[config.mk]
export PLATFORM = sky130hd
export DESIGN_NAME = hamming_encode_and_syndrome
export DESIGN_NICKNAME = d
export VERILOG_FILES = /design/src/hdl/hes_pkg.sv /design/src/hdl/hes_syndrome.sv /design/src/hdl/hamming_encode_and_syndrome.sv
export VERILOG_INCLUDE_DIRS = /design/src /design/src/hdl
export SDC_FILE = /design/constraint.sdc
export NUM_CORES = 1
export LEC_CHECK = 0
export BUFFER_PORTS_ARGS = -buffer_cell sky130_fd_sc_hd__buf_4
export CAP_MARGIN = 20
export CORE_MARGIN = 5
export CORE_UTILIZATION = 55
export CTS_CLUSTER_DIAMETER = 80
export DETAILED_ROUTE_END_ITERATION = 7
export GPL_TIMING_DRIVEN = 0
export PLACE_DENSITY = 0.75
export SYNTH_ARGS = -nofsm -noshare
export SYNTH_HDL_FRONTEND = slang
export SYNTH_SLANG_ARGS = --single-unit
export TNS_END_PERCENT = 5
[constraint.sdc]
create_clock -name aclk -period 27.5 [get_ports aclk]
set_input_delay 5.5 -clock aclk [delete_from_list [all_inputs] [get_ports aclk]]
set_output_delay 5.5 -clock aclk [all_outputs]
set_load 0.03 [all_outputs]
[src/hdl/hamming_encode_and_syndrome_assert.svh]
// Assertion macros for the Hamming encode and syndrome block.
// Included by the top level; needs no package.
`ifndef HAMMING_ENCODE_AND_SYNDROME_ASSERT_SVH
`define HAMMING_ENCODE_AND_SYNDROME_ASSERT_SVH

`ifndef SYNTHESIS

// Condition that must hold in the same cycle.
`define HES_ASSERT_NOW(label, clk, rstn, expr) \
    label: assert property (@(posedge clk) disable iff (!rstn) (expr)) \
        else $error("hes assertion failed");

// Antecedent in one cycle, consequent in the next.
`define HES_ASSERT_NEXT(label, clk, rstn, ante, cons) \
    label: assert property (@(posedge clk) disable iff (!rstn) (ante) |=> (cons)) \
        else $error("hes assertion failed");

`else

`define HES_ASSERT_NOW(label, clk, rstn, expr)
`define HES_ASSERT_NEXT(label, clk, rstn, ante, cons)

`endif

`endif

[src/hdl/hes_pkg.sv]
// Package for the Hamming encode and syndrome block: beat types, command
// codes and elaboration-time helper functions. Depends on nothing.
`timescale 1ns / 1ps
`default_nettype none

package hes_pkg;

    localparam int DATA_W = 64;
    localparam int SYN_W  = 7;
    localparam int PAR_W  = 3;
    localparam int CFG_W  = 6;
    localparam int LEN_W  = 7;

    localparam logic CMD_ENCODE = 1'b0;
    localparam logic CMD_CHECK  = 1'b1;

    localparam logic [CFG_W-1:0] DATA_BITS_RESET = 6'd4;

    typedef struct packed {
        logic              command;
        logic [DATA_W-1:0] data_word;
    } in_t;

    typedef struct packed {
        logic [DATA_W-1:0] code_word;
        logic [SYN_W-1:0]  syndrome;
        logic [PAR_W-1:0]  parity_count;
    } out_t;

    // Least r with 2^r >= n + r + 1.
    function automatic int parity_bits_for(input int n);
        int r;
        r = 1;
        for (int i = 0; i < 7; i++) begin
            if ((1 << r) < n + r + 1) begin
                r = r + 1;
            end
        end
        return r;
    endfunction

    // Largest data length whose codeword still fits in max_code positions.
    function automatic int max_data_bits(input int max_code);
        int best;
        best = 1;
        for (int n = 1; n < 64; n++) begin
            if (n + parity_bits_for(n) <= max_code) begin
                best = n;
            end
        end
        return best;
    endfunction

    function automatic bit is_pow2(input int x);
        return (x != 0) && ((x & (x - 1)) == 0);
    endfunction

    // Index of the data bit that lands at a non-power-of-two position.
    function automatic int data_index(input int pos);
        int cnt;
        cnt = 0;
        for (int p = 1; p < 128; p++) begin
            if (p < pos && !is_pow2(p)) begin
                cnt = cnt + 1;
            end
        end
        return cnt;
    endfunction

endpackage

`default_nettype wire

[src/hdl/hes_syndrome.sv]
// Parity-group XOR trees: folds a codeword into its 7-bit position sum.
// Uses hes_pkg for the syndrome width.
`timescale 1ns / 1ps
`default_nettype none

module hes_syndrome #(
    parameter int WIDTH = 64
) (
    input  wire logic [WIDTH-1:0]             code_vec,
    output logic      [hes_pkg::SYN_W-1:0]    syndrome
);

    // Bit k of the result is the parity of every position with bit k set.
    always_comb begin
        syndrome = '0;
        for (int k = 0; k < hes_pkg::SYN_W; k++) begin
            for (int b = 0; b < WIDTH; b++) begin
                if ((((b + 1) >> k) & 1) != 0) begin
                    syndrome[k] = syndrome[k] ^ code_vec[b];
                end
            end
        end
    end

endmodule

`default_nettype wire

[src/hdl/hamming_encode_and_syndrome.sv]
// Top level of the Hamming encode and syndrome block: three-stage pipeline.
// Depends on hes_pkg, hes_syndrome and hamming_encode_and_syndrome_assert.svh.
`timescale 1ns / 1ps
`default_nettype none

// Usage
// The input channel (s_valid, s_ready, s_data) takes one beat per command:
// encode places the data bits at the non-power-of-two positions and fills in
// the parity bits; check folds a received codeword into its syndrome. Each
// input beat yields exactly one result beat on the output channel (m_valid,
// m_ready, m_data), which also reports the parity bit count.
// The data length is set through cfg_we and cfg_wdata; it must only be
// written while no beat is in flight. Out-of-range lengths are clamped: zero
// acts as one, and lengths whose codeword would exceed MAX_CODE_BITS act as
// the largest length that fits.
// A beat passes through three register stages (masking and bit placement,
// parity trees, result assembly) that move in step; m_valid rises once the
// beat reaches the last one. One beat is accepted every cycle while the
// receiver does not stall.
// When the receiver stalls, the whole pipeline holds and s_ready falls, so
// up to three beats wait inside without loss. Reset empties the pipeline and
// sets the data length back to four.

module hamming_encode_and_syndrome #(
    parameter int MAX_CODE_BITS = 64
) (
    input  wire logic                      aclk,
    input  wire logic                      aresetn,

    input  wire logic                      cfg_we,
    input  wire logic [hes_pkg::CFG_W-1:0] cfg_wdata,

    input  wire logic                      s_valid,
    output logic                           s_ready,
    input  wire hes_pkg::in_t              s_data,

    output logic                           m_valid,
    input  wire logic                      m_ready,
    output hes_pkg::out_t                  m_data
);

    localparam int MAX_DATA = hes_pkg::max_data_bits(MAX_CODE_BITS);
    localparam int PAR_MAX  = $clog2(MAX_CODE_BITS + 1);

    // ------------------------------------------------------------------
    // Configuration. The derived masks and parity count are worked out at
    // write time so that the datapath only has to apply them.
    // ------------------------------------------------------------------
    logic [hes_pkg::CFG_W-1:0]  cfg_src;
    logic [hes_pkg::LEN_W-1:0]  cfg_n;
    logic [hes_pkg::PAR_W-1:0]  cfg_r;
    logic [hes_pkg::LEN_W-1:0]  cfg_len;
    logic [hes_pkg::DATA_W-1:0] data_mask_next;
    logic [MAX_CODE_BITS-1:0]   code_mask_next;

    logic [hes_pkg::PAR_W-1:0]  parity_count_reg;
    logic [hes_pkg::DATA_W-1:0] data_mask_reg;
    logic [MAX_CODE_BITS-1:0]   code_mask_reg;

    always_comb begin
        cfg_src = aresetn ? cfg_wdata : hes_pkg::DATA_BITS_RESET;
        if (cfg_src == '0) begin
            cfg_n = hes_pkg::LEN_W'(1);
        end else if (int'(cfg_src) > MAX_DATA) begin
            cfg_n = hes_pkg::LEN_W'(MAX_DATA);
        end else begin
            cfg_n = hes_pkg::LEN_W'(cfg_src);
        end
        cfg_r   = hes_pkg::PAR_W'(hes_pkg::parity_bits_for(int'(cfg_n)));
        cfg_len = cfg_n + hes_pkg::LEN_W'(cfg_r);
        for (int d = 0; d < hes_pkg::DATA_W; d++) begin
            data_mask_next[d] = (hes_pkg::LEN_W'(d) < cfg_n);
        end
        for (int b = 0; b < MAX_CODE_BITS; b++) begin
            code_mask_next[b] = (hes_pkg::LEN_W'(b) < cfg_len);
        end
    end

    // Reset loads the default length through the same derivation.
    always_ff @(posedge aclk) begin
        if (!aresetn || cfg_we) begin
            parity_count_reg <= cfg_r;
            data_mask_reg    <= data_mask_next;
            code_mask_reg    <= code_mask_next;
        end
    end

    // ------------------------------------------------------------------
    // Pipeline control: all stages advance together whenever the output
    // register is empty or being drained.
    // ------------------------------------------------------------------
    logic pipe_en;
    logic stg1_valid_reg;
    logic stg2_valid_reg;
    logic out_valid_reg;

    assign pipe_en = !out_valid_reg || m_ready;
    assign s_ready = pipe_en;
    assign m_valid = out_valid_reg;

    always_ff @(posedge aclk) begin
        if (!aresetn) begin
            stg1_valid_reg <= 1'b0;
            stg2_valid_reg <= 1'b0;
            out_valid_reg  <= 1'b0;
        end else if (pipe_en) begin
            stg1_valid_reg <= s_valid;
            stg2_valid_reg <= stg1_valid_reg;
            out_valid_reg  <= stg2_valid_reg;
        end
    end

    // ------------------------------------------------------------------
    // Stage 1: mask unused bits and, for encode, spread the data bits over
    // the non-power-of-two positions. Parity positions are left at zero,
    // so the same parity trees serve both commands.
    // ------------------------------------------------------------------
    logic [hes_pkg::DATA_W-1:0] data_masked;
    logic [MAX_CODE_BITS-1:0]   enc_vec;
    logic [MAX_CODE_BITS-1:0]   chk_vec;
    logic [MAX_CODE_BITS-1:0]   stg1_vec_next;
    logic [MAX_CODE_BITS-1:0]   stg1_vec_reg;
    logic                       stg1_cmd_reg;

    assign data_masked = s_data.data_word & data_mask_reg;

    for (genvar p = 1; p <= MAX_CODE_BITS; p++) begin : g_place
        if (hes_pkg::is_pow2(p)) begin : g_parity
            assign enc_vec[p-1] = 1'b0;
        end else begin : g_data
            localparam int DIDX = hes_pkg::data_index(p);
            assign enc_vec[p-1] = data_masked[DIDX];
        end
    end

    assign chk_vec       = s_data.data_word[MAX_CODE_BITS-1:0] & code_mask_reg;
    assign stg1_vec_next = (s_data.command == hes_pkg::CMD_CHECK) ? chk_vec : enc_vec;

    always_ff @(posedge aclk) begin
        if (pipe_en) begin
            stg1_vec_reg <= stg1_vec_next;
            stg1_cmd_reg <= s_data.command;
        end
    end

    // ------------------------------------------------------------------
    // Stage 2: parity trees. For encode the result is the set of parity
    // bits; for check it is the syndrome.
    // ------------------------------------------------------------------
    logic [hes_pkg::SYN_W-1:0] stg2_syn_next;
    logic [hes_pkg::SYN_W-1:0] stg2_syn_reg;
    logic [MAX_CODE_BITS-1:0]  stg2_vec_reg;
    logic                      stg2_cmd_reg;

    hes_syndrome #(
        .WIDTH (MAX_CODE_BITS)
    ) u_syndrome (
        .code_vec (stg1_vec_reg),
        .syndrome (stg2_syn_next)
    );

    always_ff @(posedge aclk) begin
        if (pipe_en) begin
            stg2_syn_reg <= stg2_syn_next;
            stg2_vec_reg <= stg1_vec_reg;
            stg2_cmd_reg <= stg1_cmd_reg;
        end
    end

    // ------------------------------------------------------------------
    // Stage 3: assemble the result beat. Parity bit k goes to position 2^k;
    // bits beyond the configured parity count are zero by construction.
    // ------------------------------------------------------------------
    logic [MAX_CODE_BITS-1:0] code_vec;
    hes_pkg::out_t            out_next;
    hes_pkg::out_t            out_reg;

    always_comb begin
        code_vec = stg2_vec_reg;
        for (int k = 0; k < PAR_MAX; k++) begin
            code_vec[(1 << k) - 1] = stg2_syn_reg[k];
        end
        out_next.parity_count = parity_count_reg;
        if (stg2_cmd_reg == hes_pkg::CMD_CHECK) begin
            out_next.code_word = '0;
            out_next.syndrome  = stg2_syn_reg;
        end else begin
            out_next.code_word = hes_pkg::DATA_W'(code_vec);
            out_next.syndrome  = '0;
        end
    end

    always_ff @(posedge aclk) begin
        if (pipe_en) begin
            out_reg <= out_next;
        end
    end

    assign m_data = out_reg;

    // ------------------------------------------------------------------
    // Assertions.
    // ------------------------------------------------------------------
`include "hamming_encode_and_syndrome_assert.svh"

    // A stall must freeze the valid bits of every internal stage.
    `HES_ASSERT_NEXT(a_hold_v, aclk, aresetn, !pipe_en, $stable({stg1_valid_reg, stg2_valid_reg}))

    // A stall must also freeze the stage 1 vector and the stage 2 syndrome.
    `HES_ASSERT_NEXT(a_hold_d, aclk, aresetn, !pipe_en, $stable({stg1_vec_reg, stg2_syn_reg}))

    // A beat in the middle stage reaches the output register on advance.
    `HES_ASSERT_NEXT(a_stage_moves, aclk, aresetn, stg2_valid_reg && pipe_en, out_valid_reg)

    // The reported parity count is always a legal one.
    `HES_ASSERT_NOW(a_parity_range, aclk, aresetn, !m_valid || (m_data.parity_count >= 3'd2))

endmodule

`default_nettype wire
==> results.yml, run 1 <==
outcome:
  status: "completed"
global_routing:
  grt_pass1_vias: 10700
  antenna_found_initial: 0
  grt_usage_pct: 23.4
  grt_pass1_wl_um: 60000
  grt_max_degree: 82
  grt_overflow: 0
sta:
  maxSlewViolCount: 0
  period_minus_slack_ns: 26.07
  tns_ns: 0
  clock_skew_ns: 0.0189
  rsz0062_at_grt: "no"
  post-route-period-util_pct: 94.8
  finalHoldViolations: 0
  slew_headroom_pct: 20.0
  setup_viol: 0
  tightest_slew_ns: 1.19
  fmax_mhz: 38.4
  hold-worst-slack_ns: 0.421
clocking:
  cts_tree: "done"
  hold_buffers: 0
  cts_made_buffers: 30
  cts_root_buf: "clkbuf_16"
  cts_max_level: 1
  cts.sinks: 331
  clockBufferDepth: 3
  insertion_delay_ns: 0.55
  path_clk_slew_ns: 0.07
yosys:
  synth_cells: 1327
  synth_area_um2: 16400
  yosysUniqueCellTypes: 73
  syn_avg_cell_area_um2: 12.4
  ys_warn_count: 0
  yosysSeqAreaShare_pct: 60.3
  ys.flop_type: "edfxtp_1"
  synth-edff-count: 328
  synthArstFlopShare_pct: 0
  synth-seq-cells: 331
routing:
  viasPerCell: 5.65
  first_pass_iters: 8
  drtIter0Drc: 1091
  routed_wl_um: 40000
  drc_errors: 0
  ant_nets: 0
  routedWlPerCell_um: 20.7
  vias: 10900
worst_setup_path:
  worst_path_largest_cell_delay_ns: 0.59
  path_buf_inv: 15
  reg2reg_slack_ns: 25.37
  reg2reg_to: "stg2_syn_reg[1]"
  r2r-start: "stg1_vec_reg[45]"
  worstSetupPathType: "input pin to flip-flop"
  critPathSlowestCell: "fa_1"
  reg2reg_depth: 6
  critical_path.top_delay_family: "adder cells"
  arrival_ns: 26.34
  worstPathRequired_ns: 27.77
  crit_fanout: 14
  end_kind: "flip-flop"
  crit_top_cell: "ha_1"
  critPathLaunchType: "input pin"
floorplanning:
  coreArea_um2: 29600
  die_area_um2: 33400
  pin_count: 152
  start_util_pct: 55.6
  die_w_um: 183
  chipHeight_um: 183
  num_rows: 63
cells_and_area:
  mostFrequentLayoutCell: "edfxtp_1"
  layout_common_cells: "edfxtp_1 (328), buf_4 (151), xnor2_1 (118), nand2_1 (109), o21ai_0 (101)"
  n_antenna_cell: 0
  syn2layout_area_growth_pct: 16.9
  drive_above_1_share_pct: 15.6
  post-route-util_pct: 65.0
  finalNetCount: 1682
  largest_register_ffs: 74
  finalNonFillerCells: 1933
job:
  drv_cap: 0
place:
  place_inst: 1877
  hpwlAfterDp_um: 30600
  gp_congestion: 0.914
  portBuffers: 148
worst_hold_path:
  hold_end: "stg2_syn_reg[6]"
  worstHoldStart: "stg1_vec_reg[63]"
  min_path_cells: 0
  hold_path.class: "flip-flop to flip-flop"
==> worst reg2reg max path, stage by stage (launching register included) <==
cell	delay, ns
edfxtp_1	0.50
xor2_1	0.22
xnor2_1	0.50
xnor2_1	0.21
xnor2_1	0.17
xnor2_1	0.15
xnor2_1	0.13
==> per-layer routing <==
metal  track usage [%]  share of wire, %  up-vias
met5                 0                 0        -
met4              11.5               5.4        0
met3              2.38               6.3      108
met2              42.9                51      491
met1              27.5                37     5161
li1                  -                 -     5166
==> cell usage after synthesis (all sizes together), types with 4 or more instances <==
cell,count,area (µm²)
xor2,24,210
nand2b,11,68.8
a21oi,75,383
and2,18,113
nor4,6,37.5
buf,7,50.0
mux2,4,48.8
clkbuf,37,139
xnor2,119,1050
fa,8,160
o21a,8,61.3
o21ai,108,541
edfxtp,328,9850
mux2i,5,50.1
or2,6,37.5
nor2,51,191
nor3,15,75.1
nor2b,76,475
inv,50,188
and3,21,131
ha,78,976
a211oi,7,62.6
nand2,110,415
or3,4,25.0
o2111ai,5,43.8
o211ai,5,37.5
a21o,14,105
nand3,78,395
==> worst max path at each step <==
stage | startpoint | to | slack, ns | cells after the start
after floorplan | cfg_wdata[4] | code_mask_reg[3] | 4.04 | 92
final | cfg_wdata[4] | code_mask_reg[3] | 1.43 | 96
after CTS | aresetn | code_mask_reg[3] | 0.53 | 92
after global routing | cfg_wdata[4] | code_mask_reg[3] | 0.03 | 96
after global placement | cfg_wdata[4] | code_mask_reg[10] | 0.36 | 92
after detailed placement | cfg_wdata[4] | code_mask_reg[3] | 0.009 | 92
==> kinds of logic after synthesis <==
family,synth area share (%)
multiplexers,0.602
XOR/XNOR,7.94
other,0.0457
AO/OA/AOI/OAI,9.11
flip-flops,60.3
AND/OR/NAND/NOR,12.7
adder cells (fa/ha/maj),6.91
buffers and inverters,2.34
==> layout make-up <==
class,count,area [µm²]
clock buffer,39,826
sequential,331,9910
fill,2236,10300
multi-input combinational,909,6220
clock inverter,16,179
inverter,52,195
buffer,43,188
tap,390,488
timing repair buffer,153,1210
==> what timing repair did <==
item / 4_1_cts / 5_1_grt
endpoints found under the setup margin: 0 / 61
buffers inserted: 0 / 0
gates resized for setup: 0 / 13
==> stage by stage <==
step	setup WS, ns	cell area (µm²)
global route	0.0329	19200
detailed placement	0.00899	18200
global placement	0.361	18100
CTS	0.530	19200
floorplan	4.04	16500
finish	1.43	19200
Power of run 1 is left out: the tool's default activity adds up to more than one toggle a clock period on the data nets, which glitch-free logic cannot reach.
==> run 2: changes to the inputs <==
--- a/config.mk
+++ b/config.mk
@@ -10,10 +10,12 @@
 export CAP_MARGIN = 20
 export CORE_MARGIN = 5
 export CORE_UTILIZATION = 55
+export CTS_BUF_LIST = sky130_fd_sc_hd__clkbuf_4 sky130_fd_sc_hd__clkbuf_8
 export CTS_CLUSTER_DIAMETER = 80
 export DETAILED_ROUTE_END_ITERATION = 7
 export GPL_TIMING_DRIVEN = 0
 export PLACE_DENSITY = 0.75
+export SKIP_CTS_REPAIR_TIMING = 1
 export SYNTH_ARGS = -nofsm -noshare
 export SYNTH_HDL_FRONTEND = slang
 export SYNTH_SLANG_ARGS = --single-unit
==> constraint.sdc (replaced) <==
create_clock -name aclk -period 30.9 [get_ports aclk]
set_input_delay 6.18 -clock aclk [delete_from_list [all_inputs] [get_ports aclk]]
set_output_delay 6.18 -clock aclk [all_outputs]
set_load 0.03 [all_outputs]
==> run 2 against run 1 <==
Cell area decreased by 0.33%. Worst hold slack barely moved. Critical endpoint is now code_mask_reg[10]. Sequential share of layout area rose by 0.17 points. First-iteration DRC count is 4.1% lower. Cell count rose by 1.6%. Utilization shrank 0.22 points. Flip-flop and latch count unchanged. Via count increased by 0.81%. Non-clock buffer count rose by 1.
==> results.yml, run 2 (same netlist as run 1, synthesis figures left out) <==
floorplanning:
  chipHeight_um: 183
  die_area_um2: 33400
  num_rows: 63
  pin_count: 152
  start_util_pct: 55.6
  die_w_um: 183
  coreArea_um2: 29600
worst_setup_path:
  worstPathRequired_ns: 31.18
  reg2reg_depth: 6
  reg2reg_slack_ns: 28.77
  path_buf_inv: 13
  critical_path.top_delay_family: "compound AO/OA/AOI/OAI gates"
  end_kind: "flip-flop"
  critPathLaunchType: "input pin"
  worst_path_largest_cell_delay_ns: 0.74
  reg2reg_to: "stg2_syn_reg[1]"
  crit_top_cell: "ha_1"
  r2r-start: "stg1_vec_reg[45]"
  crit_fanout: 14
  arrival_ns: 28.06
  critPathSlowestCell: "clkbuf_1"
  worstSetupPathType: "input pin to flip-flop"
routing:
  routed_wl_um: 39700
  routedWlPerCell_um: 20.2
  viasPerCell: 5.61
  wl_met1_um: 14800
  wl_met2_um: 20600
  drtIter0Drc: 1046
  vias: 11000
  drc_errors: 0
  first_pass_iters: 6
  top_layer_used: "met4"
  dr_wl_met3_um: 2310
  ant_nets: 0
cells_and_area:
  finalNetCount: 1701
  n_antenna_cell: 0
  syn2layout_area_growth_pct: 16.5
  layout_common_cells: "edfxtp_1 (328), buf_4 (151), xnor2_1 (118), nand2_1 (109), o21ai_0 (101)"
  mostFrequentLayoutCell: "edfxtp_1"
  n_fill_cell: 2251
  drive_above_1_share_pct: 16.5
  largest_register_ffs: 74
  multiInputGateArea_um2: 6190
  ff_latch_area_um2: 9910
global_routing:
  antenna_found_initial: 0
  grt_pass1_vias: 10800
  grt_usage_pct: 23.3
  grt_overflow: 0
  grt_max_degree: 82
  grt_pass1_wl_um: 59900
place:
  portBuffers: 148
  hpwlAfterDp_um: 30600
  gp_congestion: 0.914
sta:
  clock_skew_ns: 0.0227
  rsz0062_at_grt: "no"
  setup_viol: 0
  tightest_slew_ns: 1.23
  slew_headroom_pct: 17.6
  post-route-period-util_pct: 89.9
  finalHoldViolations: 0
  fmax_mhz: 36.0
  maxSlewViolCount: 0
  tns_ns: 0
  period_minus_slack_ns: 27.78
worst_hold_path:
  hold_end: "stg2_syn_reg[6]"
  worstHoldStart: "stg1_vec_reg[63]"
  hold_path.class: "flip-flop to flip-flop"
  min_path_cells: 0
outcome:
  status: "completed"
clocking:
  cts_max_level: 2
  cts_root_buf: "clkbuf_8"
  clockBufferDepth: 3
  cts.sinks: 331
  cts_made_buffers: 48
  cts_tree: "done"
  path_clk_slew_ns: 0.07
  insertion_delay_ns: 0.56
job:
  drv_cap: 0
-- run 2: changes by cell type in the layout (fill, tap and decap cells not counted), sizes merged --
cell      previous run  this run
clkbuf              76       102
clkinv              12        19
clkinvlp             2         0
bufinv               4         3
inv                 50        51
-- run 2: area by class of cell --
type,count,share of cell area (%)
multi-input combinational,909,32.3
timing repair buffer,153,6.30
inverter,52,1.02
sequential,331,51.7
clock inverter,21,0.889
tap,390,2.55
clock buffer,64,4.21
buffer,44,0.987
-- run 2: metrics by stage --
stage               worst slack, ns  instances  hold slack, ns  util (%)  area, µm²
finish                         3.12       1964           0.421      64.8      19200
global route                   1.67       1964           0.440      64.8      19200
CTS                            3.25       1962           0.421      64.7      19100
detailed placement             2.73       1877           0.405      61.4      18200
global placement               3.08       1874           0.402      61.1      18100
floorplan                      6.76       1336           0.400         -      16500
-- run 2: metal layers --
metal | up-vias | global-route usage (%)
li1 | 5226 | -
met1 | 5217 | 27.3
met2 | 468 | 42.4
met3 | 104 | 2.84
met4 | 0 | 11.6
met5 | - | 0
-- run 2: worst max path at each step --
stage | start | end | slack [ns] | cells after the start
final | aresetn | code_mask_reg[10] | 3.12 | 92
after global routing | aresetn | code_mask_reg[3] | 1.67 | 92
after CTS | aresetn | code_mask_reg[3] | 3.25 | 92
after detailed placement | cfg_wdata[4] | code_mask_reg[3] | 2.73 | 92
after global placement | cfg_wdata[4] | code_mask_reg[10] | 3.08 | 92
after floorplan | cfg_wdata[4] | code_mask_reg[3] | 6.76 | 92
Power of run 2 is left out for the same reason.
